[src/design/pcic_pkg.sv]
`default_nettype none

package pcic_pkg;

    localparam int CFG_INDEX_W = 1;
    typedef logic [CFG_INDEX_W-1:0] cfg_index_t;

    localparam cfg_index_t CFG_DIRECTION   = 1'd0;
    localparam cfg_index_t CFG_SIGNED_MODE = 1'd1;

    localparam int MAG_W  = 15;
    localparam int CLS_W  = 4;
    localparam int WORD_W = 21;
    localparam int LEN_W  = 5;
    localparam int DVAL_W = 16;

    // class prefix codes, right-aligned, and their lengths
    localparam logic [5:0] PREFIX_CODE [0:15] = '{
        6'd0,  6'd2,  6'd3,  6'd8,  6'd9,  6'd10, 6'd11, 6'd24,
        6'd25, 6'd26, 6'd27, 6'd28, 6'd29, 6'd30, 6'd62, 6'd63
    };
    localparam logic [2:0] PREFIX_LEN [0:15] = '{
        3'd2, 3'd3, 3'd3, 3'd4, 3'd4, 3'd4, 3'd4, 3'd5,
        3'd5, 3'd5, 3'd5, 3'd5, 3'd5, 3'd5, 3'd6, 3'd6
    };

    typedef enum logic [2:0] {
        PH_START,
        PH_HEAD,
        PH_ONE,
        PH_MID,
        PH_HIGH,
        PH_TOP,
        PH_SUFFIX
    } phase_t;

    typedef struct packed {
        logic signed [16:0] value;
        logic               code_bit;
    } item_t;

    typedef struct packed {
        logic [WORD_W-1:0]        code_word;
        logic [LEN_W-1:0]         code_length;
        logic signed [DVAL_W-1:0] decoded_value;
        logic                     value_done;
        logic                     range_error;
    } result_t;

    // classified request between front and back
    typedef struct packed {
        logic             decode;
        logic             signed_mode;
        logic             range_error;
        logic             sign;
        logic [MAG_W-1:0] magnitude;
        logic [CLS_W-1:0] word_class;
        logic             code_bit;
    } work_t;

endpackage

`default_nettype wire

[src/design/pcic_fifo.sv]
`default_nettype none

module pcic_fifo #(
    parameter int WIDTH = 8,
    parameter int DEPTH = 2
) (
    input  wire logic             clk,
    input  wire logic             rst_n,
    input  wire logic             push,
    input  wire logic [WIDTH-1:0] wdata,
    output logic                  full,
    input  wire logic             pop,
    output logic      [WIDTH-1:0] rdata,
    output logic                  empty
);

    localparam int PTR_W = (DEPTH > 1) ? $clog2(DEPTH) : 1;
    localparam int CNT_W = $clog2(DEPTH + 1);

    logic [WIDTH-1:0] mem_reg [DEPTH];
    logic [PTR_W-1:0] wr_ptr_reg, wr_ptr_next;
    logic [PTR_W-1:0] rd_ptr_reg, rd_ptr_next;
    logic [CNT_W-1:0] count_reg, count_next;
    logic             do_push;
    logic             do_pop;

    assign full    = (count_reg == CNT_W'(DEPTH));
    assign empty   = (count_reg == '0);
    assign do_push = push && !full;
    assign do_pop  = pop && !empty;
    assign rdata   = mem_reg[rd_ptr_reg];

    always_comb
    begin
        wr_ptr_next = wr_ptr_reg;
        rd_ptr_next = rd_ptr_reg;
        count_next  = count_reg;
        if (do_push)
        begin
            wr_ptr_next = (wr_ptr_reg == PTR_W'(DEPTH - 1)) ? '0 : wr_ptr_reg + 1'b1;
        end
        if (do_pop)
        begin
            rd_ptr_next = (rd_ptr_reg == PTR_W'(DEPTH - 1)) ? '0 : rd_ptr_reg + 1'b1;
        end
        if (do_push && !do_pop)
        begin
            count_next = count_reg + 1'b1;
        end
        else if (do_pop && !do_push)
        begin
            count_next = count_reg - 1'b1;
        end
    end

    always_ff @(posedge clk or negedge rst_n)
    begin
        if (!rst_n)
        begin
            wr_ptr_reg <= '0;
            rd_ptr_reg <= '0;
            count_reg  <= '0;
        end
        else
        begin
            wr_ptr_reg <= wr_ptr_next;
            rd_ptr_reg <= rd_ptr_next;
            count_reg  <= count_next;
        end
    end

    always_ff @(posedge clk)
    begin
        if (do_push)
        begin
            mem_reg[wr_ptr_reg] <= wdata;
        end
    end

endmodule

`default_nettype wire

[src/design/pcic_front.sv]
`default_nettype none

module pcic_front (
    input  wire logic                clk,
    input  wire logic                rst_n,
    input  wire logic                cfg_valid,
    output logic                     cfg_ready,
    input  wire pcic_pkg::cfg_index_t cfg_index,
    input  wire logic                cfg_data,
    input  wire pcic_pkg::item_t     item,
    output pcic_pkg::work_t          work
);

    import pcic_pkg::*;

    logic        direction_reg, direction_next;
    logic        signed_mode_reg, signed_mode_next;
    logic        neg;
    logic [15:0] mag_full;
    logic [CLS_W-1:0] cls;

    assign cfg_ready = 1'b1;

    always_comb
    begin
        direction_next   = direction_reg;
        signed_mode_next = signed_mode_reg;
        if (cfg_valid)
        begin
            case (cfg_index)
                CFG_DIRECTION:   direction_next   = cfg_data;
                CFG_SIGNED_MODE: signed_mode_next = cfg_data;
                default:         ;
            endcase
        end
    end

    always_ff @(posedge clk or negedge rst_n)
    begin
        if (!rst_n)
        begin
            direction_reg   <= 1'b0;
            signed_mode_reg <= 1'b0;
        end
        else
        begin
            direction_reg   <= direction_next;
            signed_mode_reg <= signed_mode_next;
        end
    end

    // negative values map to -v-1, which is the bitwise inverse
    assign neg      = item.value[16];
    assign mag_full = neg ? ~item.value[15:0] : item.value[15:0];

    always_comb
    begin
        cls = '0;
        for (int i = 0; i < MAG_W; i++)
        begin
            if (mag_full[i])
            begin
                cls = CLS_W'(i + 1);
            end
        end
    end

    always_comb
    begin
        work.decode      = direction_reg;
        work.signed_mode = signed_mode_reg;
        work.range_error = neg ? (!signed_mode_reg || mag_full[15]) : mag_full[15];
        work.sign        = neg && signed_mode_reg;
        work.magnitude   = mag_full[MAG_W-1:0];
        work.word_class  = cls;
        work.code_bit    = item.code_bit;
    end

endmodule

`default_nettype wire

[src/design/pcic_back.sv]
`default_nettype none

module pcic_back (
    input  wire logic            clk,
    input  wire logic            rst_n,
    input  wire pcic_pkg::work_t work,
    input  wire logic            work_empty,
    output logic                 work_pop,
    input  wire logic            out_full,
    output logic                 out_push,
    output pcic_pkg::result_t    out_data
);

    import pcic_pkg::*;

    phase_t           phase_reg, phase_next;
    logic [1:0]       pbits_reg, pbits_next;
    logic [1:0]       pcnt_reg, pcnt_next;
    logic [3:0]       rem_reg, rem_next;
    logic [MAG_W-1:0] acc_reg, acc_next;
    logic             sign_reg, sign_next;

    logic             dec_fire;
    logic             b;
    logic [2:0]       nb;
    logic [1:0]       ncnt;
    logic [MAG_W-1:0] acc_shift;
    logic [3:0]       rem_dec;
    logic             finish;
    logic [MAG_W-1:0] finish_mag;

    logic [3:0]        suf_n;
    logic [WORD_W-1:0] mask;
    logic [WORD_W-1:0] enc_word;
    logic [LEN_W-1:0]  enc_len;
    logic [DVAL_W-1:0] m16;

    assign work_pop  = !work_empty && !out_full;
    assign dec_fire  = work_pop && work.decode;
    assign b         = work.code_bit;
    assign nb        = {pbits_reg, b};
    assign ncnt      = pcnt_reg + 2'd1;
    assign acc_shift = {acc_reg[MAG_W-2:0], b};
    assign rem_dec   = rem_reg - 4'd1;

    // decoder next state
    always_comb
    begin
        phase_next = phase_reg;
        pbits_next = pbits_reg;
        pcnt_next  = pcnt_reg;
        rem_next   = rem_reg;
        acc_next   = acc_reg;
        sign_next  = sign_reg;
        if (dec_fire)
        begin
            case (phase_reg)
                PH_HEAD:
                begin
                    pbits_next = nb[1:0];
                    pcnt_next  = ncnt;
                    if (ncnt == 2'd2)
                    begin
                        pbits_next = '0;
                        pcnt_next  = '0;
                        case (nb[1:0])
                            2'b00:   phase_next = PH_START;
                            2'b01:   phase_next = PH_ONE;
                            2'b10:   phase_next = PH_MID;
                            default: phase_next = PH_HIGH;
                        endcase
                    end
                end
                PH_ONE:
                begin
                    if (b)
                    begin
                        phase_next = PH_SUFFIX;
                        rem_next   = 4'd1;
                        acc_next   = MAG_W'(1);
                    end
                    else
                    begin
                        phase_next = PH_START;
                    end
                end
                PH_MID:
                begin
                    pbits_next = nb[1:0];
                    pcnt_next  = ncnt;
                    if (ncnt == 2'd2)
                    begin
                        phase_next = PH_SUFFIX;
                        rem_next   = 4'd2 + {2'b00, nb[1:0]};
                        acc_next   = MAG_W'(1);
                        pbits_next = '0;
                        pcnt_next  = '0;
                    end
                end
                PH_HIGH:
                begin
                    pbits_next = nb[1:0];
                    pcnt_next  = ncnt;
                    if (ncnt == 2'd3)
                    begin
                        pbits_next = '0;
                        pcnt_next  = '0;
                        if (nb != 3'd7)
                        begin
                            phase_next = PH_SUFFIX;
                            rem_next   = 4'd6 + {1'b0, nb};
                            acc_next   = MAG_W'(1);
                        end
                        else
                        begin
                            phase_next = PH_TOP;
                        end
                    end
                end
                PH_TOP:
                begin
                    phase_next = PH_SUFFIX;
                    rem_next   = 4'd13 + {3'b000, b};
                    acc_next   = MAG_W'(1);
                end
                PH_SUFFIX:
                begin
                    acc_next = acc_shift;
                    rem_next = rem_dec;
                    if (rem_dec == 4'd0)
                    begin
                        phase_next = PH_START;
                    end
                end
                default:
                begin
                    phase_next = PH_HEAD;
                    rem_next   = '0;
                    acc_next   = '0;
                    if (work.signed_mode)
                    begin
                        sign_next  = b;
                        pbits_next = '0;
                        pcnt_next  = '0;
                    end
                    else
                    begin
                        sign_next  = 1'b0;
                        pbits_next = {1'b0, b};
                        pcnt_next  = 2'd1;
                    end
                end
            endcase
            if (finish)
            begin
                pbits_next = '0;
                pcnt_next  = '0;
                rem_next   = '0;
                acc_next   = '0;
                sign_next  = 1'b0;
            end
        end
    end

    // decoder outputs
    always_comb
    begin
        finish     = 1'b0;
        finish_mag = '0;
        case (phase_reg)
            PH_HEAD:
            begin
                finish = (ncnt == 2'd2) && (nb[1:0] == 2'b00);
            end
            PH_ONE:
            begin
                finish     = !b;
                finish_mag = MAG_W'(1);
            end
            PH_SUFFIX:
            begin
                finish     = (rem_dec == 4'd0);
                finish_mag = acc_shift;
            end
            default:
            begin
                finish = 1'b0;
            end
        endcase
    end

    always_ff @(posedge clk or negedge rst_n)
    begin
        if (!rst_n)
        begin
            phase_reg <= PH_START;
            pbits_reg <= '0;
            pcnt_reg  <= '0;
            rem_reg   <= '0;
            acc_reg   <= '0;
            sign_reg  <= 1'b0;
        end
        else
        begin
            phase_reg <= phase_next;
            pbits_reg <= pbits_next;
            pcnt_reg  <= pcnt_next;
            rem_reg   <= rem_next;
            acc_reg   <= acc_next;
            sign_reg  <= sign_next;
        end
    end

    // encoder: prefix, then bits below the leading one, then optional sign on top
    assign suf_n   = (work.word_class >= 4'd2) ? work.word_class - 4'd1 : 4'd0;
    assign mask    = (WORD_W'(1) << suf_n) - WORD_W'(1);
    assign m16     = {1'b0, finish_mag};

    always_comb
    begin
        enc_word = (WORD_W'(PREFIX_CODE[work.word_class]) << suf_n)
                 | (WORD_W'(work.magnitude) & mask);
        enc_len  = LEN_W'(PREFIX_LEN[work.word_class]) + LEN_W'(suf_n);
        if (work.signed_mode)
        begin
            enc_word = enc_word | (WORD_W'(work.sign) << enc_len);
            enc_len  = enc_len + LEN_W'(1);
        end
    end

    always_comb
    begin
        out_push = work_pop && (!work.decode || finish);
        out_data = '0;
        if (work.decode)
        begin
            out_data.decoded_value = sign_reg ? ~m16 : m16;
            out_data.value_done    = 1'b1;
        end
        else if (work.range_error)
        begin
            out_data.range_error = 1'b1;
        end
        else
        begin
            out_data.code_word   = enc_word;
            out_data.code_length = enc_len;
        end
    end

    a_push_room: assert property (@(posedge clk) disable iff (!rst_n)
        out_push |-> !out_full)
        else $error("result written into a full queue");

    a_pop_data: assert property (@(posedge clk) disable iff (!rst_n)
        work_pop |-> !work_empty)
        else $error("request taken from an empty queue");

    a_finish_clear: assert property (@(posedge clk) disable iff (!rst_n)
        (dec_fire && finish) |=> (phase_reg == PH_START && acc_reg == '0))
        else $error("decoder state not cleared after a value");

    a_suffix_count: assert property (@(posedge clk) disable iff (!rst_n)
        (phase_reg == PH_SUFFIX) |-> (rem_reg != 4'd0))
        else $error("suffix phase with no bits left");

endmodule

`default_nettype wire

[src/design/prefix_class_integer_codec_top.sv]
// A request passes through the work queue, then the result queue, to the result ports.
// Throughput: one request per cycle while the result queue has room, set by the
// single-pass encoder and the one-bit-per-cycle decoder state machine; QUEUE_DEPTH
// entries buffer each side. Decode requests that do not end a code word produce no
// result. Reset (rst_n, asynchronous, active low) clears both queues, the registers
// and the decoder to waiting for a sign or prefix bit.
`default_nettype none

module prefix_class_integer_codec_top #(
    parameter int QUEUE_DEPTH = 2
) (
    input  wire logic                 clk,
    input  wire logic                 rst_n,
    input  wire logic                 push,
    output logic                      full,
    input  wire pcic_pkg::item_t      item,
    output logic                      empty,
    input  wire logic                 pop,
    output pcic_pkg::result_t         result,
    input  wire logic                 cfg_valid,
    output logic                      cfg_ready,
    input  wire pcic_pkg::cfg_index_t cfg_index,
    input  wire logic                 cfg_data
);

    import pcic_pkg::*;

    work_t   work_in;
    work_t   work_out;
    logic    work_empty;
    logic    work_pop;
    logic    out_full;
    logic    out_push;
    result_t out_data;

    pcic_front u_front (
        .clk       (clk),
        .rst_n     (rst_n),
        .cfg_valid (cfg_valid),
        .cfg_ready (cfg_ready),
        .cfg_index (cfg_index),
        .cfg_data  (cfg_data),
        .item      (item),
        .work      (work_in)
    );

    pcic_fifo #(
        .WIDTH ($bits(work_t)),
        .DEPTH (QUEUE_DEPTH)
    ) u_work_q (
        .clk   (clk),
        .rst_n (rst_n),
        .push  (push),
        .wdata (work_in),
        .full  (full),
        .pop   (work_pop),
        .rdata (work_out),
        .empty (work_empty)
    );

    pcic_back u_back (
        .clk        (clk),
        .rst_n      (rst_n),
        .work       (work_out),
        .work_empty (work_empty),
        .work_pop   (work_pop),
        .out_full   (out_full),
        .out_push   (out_push),
        .out_data   (out_data)
    );

    pcic_fifo #(
        .WIDTH ($bits(result_t)),
        .DEPTH (QUEUE_DEPTH)
    ) u_out_q (
        .clk   (clk),
        .rst_n (rst_n),
        .push  (out_push),
        .wdata (out_data),
        .full  (out_full),
        .pop   (pop),
        .rdata (result),
        .empty (empty)
    );

endmodule

`default_nettype wire
[config.mk]
export PLATFORM = sky130hd
export DESIGN_NAME = prefix_class_integer_codec_top
export DESIGN_NICKNAME = d
export VERILOG_FILES = /design/src/design/pcic_pkg.sv /design/src/design/pcic_fifo.sv /design/src/design/pcic_front.sv /design/src/design/pcic_back.sv /design/src/design/prefix_class_integer_codec_top.sv
export SDC_FILE = /design/constraint.sdc
export NUM_CORES = 1
export LEC_CHECK = 0
export BUFFER_PORTS_ARGS = -buffer_cell sky130_fd_sc_hd__buf_4
export CORE_MARGIN = 3
export CORE_UTILIZATION = 35
export DETAILED_ROUTE_END_ITERATION = 16
export PLACE_DENSITY_LB_ADDON = 0.2
export SYNTH_ARGS = -nofsm -noshare
export SYNTH_HDL_FRONTEND = slang
export SYNTH_SLANG_ARGS = --single-unit
[constraint.sdc]
create_clock -name clk -period 11.1 [get_ports clk]
set_input_delay 1.11 -clock clk [delete_from_list [all_inputs] [get_ports clk]]
set_output_delay 1.11 -clock clk [all_outputs]
set_load 0.005 [all_outputs]
==> results.md <==
* First-pass GRT wire length at between 30000 and 40000 microns
* Vias in the first global route at roughly 6300
* CTS sink count at about 170
* Final instance area at about 0.011 sq mm
* Tmin final at ~4800 ps
* Hold_ws at 485.8 ps
* Yosys warns at 0
* Chip Height at about 170 microns
* Worst path arrival time at 5000 ps
* CORE AREA at approximately 0.026 sq mm
* RePlAce Congestion at between 0.8 and 0.9
* Setup tns final at 0 ps
* Hold buffers post-CTS at 0
* Max-slew violation count at 0
* Gate power share at around 51%
* # Post-CTS Setup Buffers at 0
* Hold Vio Cnt, Final at 0
* Max Clock Skew at around 11 ps
* Mapped Cells at around 840
* Status: finished clean
* Synth cell types at 83
* Critical Path End Type: register
* CTS max path bufs at 2
* Max IR drop VDD at approximately 0.12 mV
* RSZ-0062 raised after global routing: no
* Average wire per standard cell at approximately 18 microns
* Post-detail-place hpwl at ~15000 microns
* Most frequent cell after synthesis: edfxtp_1
* Post-synth top area cell: edfxtp_1
* Part of the power in registers at 31.6%
* Leakage power at between 4 and 5 nW
* Final WL at roughly 22000 microns
* Total CTS buffers at 17
* Remaining DRCs at 0
* Clock group share of total power at between 10% and 20%
* CP max FO at 23
* EDFF count, synth at about 140
* Routed vias/inst at around 5.4
* Skew-Pair Late Insertion Delay at roughly 430 ps
* FF+latch count, synth at 172
* Maximum Capacitance Violations at 0
* Crit Path Category: reg2reg
* CTS tree: done
* Pint at roughly 2.0 mW
* Routed via count at roughly 6700
* Fraction of layout cells with a size suffix above 1 at between 20% and 30%
* P&R area growth vs syn at 15.26%
* Critical Path RT at about 11000 ps
* Starting Density at approximately 36%
* Sequential share of the synthesized area at a little over half
* Largest net degree at the start of global routing at 45
* Initial DRC count at 570
* Psw at around 1.5 mW
* Worst min path class: reg2reg
* Slew margin rel. at between 20% and 30%
* Pwr Total at 3.506 mW
* Tcrit/Tclk final at roughly 43%
* CP Launch Type: register
* # nets final at between 900 and 1000
* # IOs at 72
* Mapped Nets at just under 900
* Area contributors post-synth: edfxtp_1 (43%), dfrtp_1 (9.5%), mux2_2 (7.4%)
* ANT nets after route at 0
* Max FFs per register at 88
* Final setup viols at 0
* Die Area at between 0.02 and 0.03 sq mm
* Synthesized area per cell at about 11 sq um
* CTS HTree Levels at 4
* Mapped cell area at 0.009473 sq mm
* Placed cell areas at between 0.01 and 0.015 sq mm
* Number of iterations in the first detailed-routing pass at 5
* Post-synth top flop: edfxtp_1
* PD cells at between 300 and 400 mW/mm^2
* Switching Share at between 40% and 50%
* # diodes at 0
* Die Wd at about 170 microns
* Peak Freq at 209.5 MHz
* Area share of the largest cell type after synthesis at between 40% and 50%
* CTS clk-pin slew, worst paths at 70 ps
* Tightest Pin Transition at 1182 ps
* Rows at 59
* Post-CTS Resized at 0
* Root Driver: clkbuf_16
* Commonest cells post-synth: edfxtp_1 (136), nand2_1 (74), nor2_1 (70)
* PortBufs at 70
* Overall Global Routing Usage at 15.31%
* Total grt overflow at 0
* Post-synth ARST share at about a fifth
* Initial antenna violation count at 0
per-layer routing:
| metal | share of wire, % | routed length [microns] | GRT usage [%] | up-vias |
|---|---|---|---|---|
| met4 | 1.2 | 269 | 3.492 | 0 |
| met3 | 5.4 | 1199 | 2.911 | 21 |
| li1 | - | - | - | 3213 |
| met2 | 43 | 9515 | 22.16 | 232 |
| met1 | 50 | 11100 | 23.69 | 3243 |
| met5 | 0 | 0 | 0 | - |
final timing paths:
| kind | endpoint | from | slack, ps | cells past startpoint |
|---|---|---|---|---|
| setup / recovery | u_out_q.mem_reg[0][37]$_DFFE_PP_ | u_work_q.rd_ptr_reg$_DFFE_PN0P_ | 6330 | 13 |
| hold / removal | u_work_q.mem_reg[1][23]$_DFFE_PP_ | u_front.direction_reg$_DFFE_PN0P_ | 490 | 0 |
| setup reg to reg | u_out_q.mem_reg[0][37]$_DFFE_PP_ | u_work_q.rd_ptr_reg$_DFFE_PN0P_ | 6330 | 13 |
| hold reg to reg | u_work_q.mem_reg[1][23]$_DFFE_PP_ | u_front.direction_reg$_DFFE_PN0P_ | 490 | 0 |
| max in group asynchronous | u_out_q.rd_ptr_reg$_DFFE_PN0P_ | rst_n | 10040 | 1 |
| min in group asynchronous | u_back.acc_reg[8]$_DFFE_PN0P_ | rst_n | 640 | 1 |
cell usage in the layout, fill, tap and decap left out, types with 5 or more instances in the layout:
cell and instances:
buf_4 79, nor3_1 18, xor2_1 21, a32oi_1 8, o21ai_0 29, nand2b_1 9
nor4_1 5, a211oi_1 6, a31oi_1 16, clkinv_8 5, o211ai_1 7, mux2_2 62
xnor2_1 27, nor2b_1 6, dfrtp_1 34, nand2_1 74, mux2i_1 33, inv_1 34
a22oi_1 5, nor2_1 69, nand3_1 22, ha_1 17, clkbuf_16 17, edfxtp_1 136
a21oi_1 41, and2_1 6, nand3b_1 5
worst max-delay path, stage by stage (launching register included):
cell	delay, ps
dfrtp_2	620
mux2i_1	360
inv_1	180
ha_1	340
o21bai_2	310
nand2_1	250
inv_1	110
ha_1	240
fa_1	610
nor3b_1	870
nand3_1	150
o311ai_0	170
o31ai_1	110
a21oi_1	230
power groups by stage:
stage	logic, mW	clock network [mW]	registers, mW
after floorplan	1.27	0	1.06
after global placement	1.79	0	1.12
after detailed placement	1.77	0	1.12
after CTS	1.78	0.629	1.11
after global routing	1.96	0.657	1.14
final	1.78	0.616	1.11
cell families (layout without fill, tap and decap cells):
family / Yosys count / count (layout) / synth area share (%)
AOI/OAI and AO/OA: 166 / 166 / 11.83
xor gates and xnor gates: 49 / 49 / 4.729
adders and majority gates: 18 / 18 / 2.457
buffers and inverters: 83 / 150 / 3.910
DFF: 172 / 172 / 52.62
muxes: 99 / 99 / 11.64
other: 1 / 1 / 0.03959
and+or+nand+nor: 250 / 250 / 12.77
per-stage QoR:
stage                     instances  util (%)  setup WS, ps
after CTS                      1240     41.43          6432
after detailed placement       1208     39.06          6494
after floorplan                 838         -          6935
final                          1240     41.43          6326
after global routing           1240     41.43          5946
after global placement         1208     39.06          6605
cell type report:
cell class | instances | area [sq um]
timing repair buffer | 79 | 593.1
sequential | 172 | 4987
clock inverter | 15 | 198.9
tap | 335 | 419.2
fill | 2550 | 15440
multi-input combinational | 583 | 4143
clock buffer | 17 | 425.4
inverter | 39 | 151.4
No activity file was read; power rests on OpenSTA's default activity.
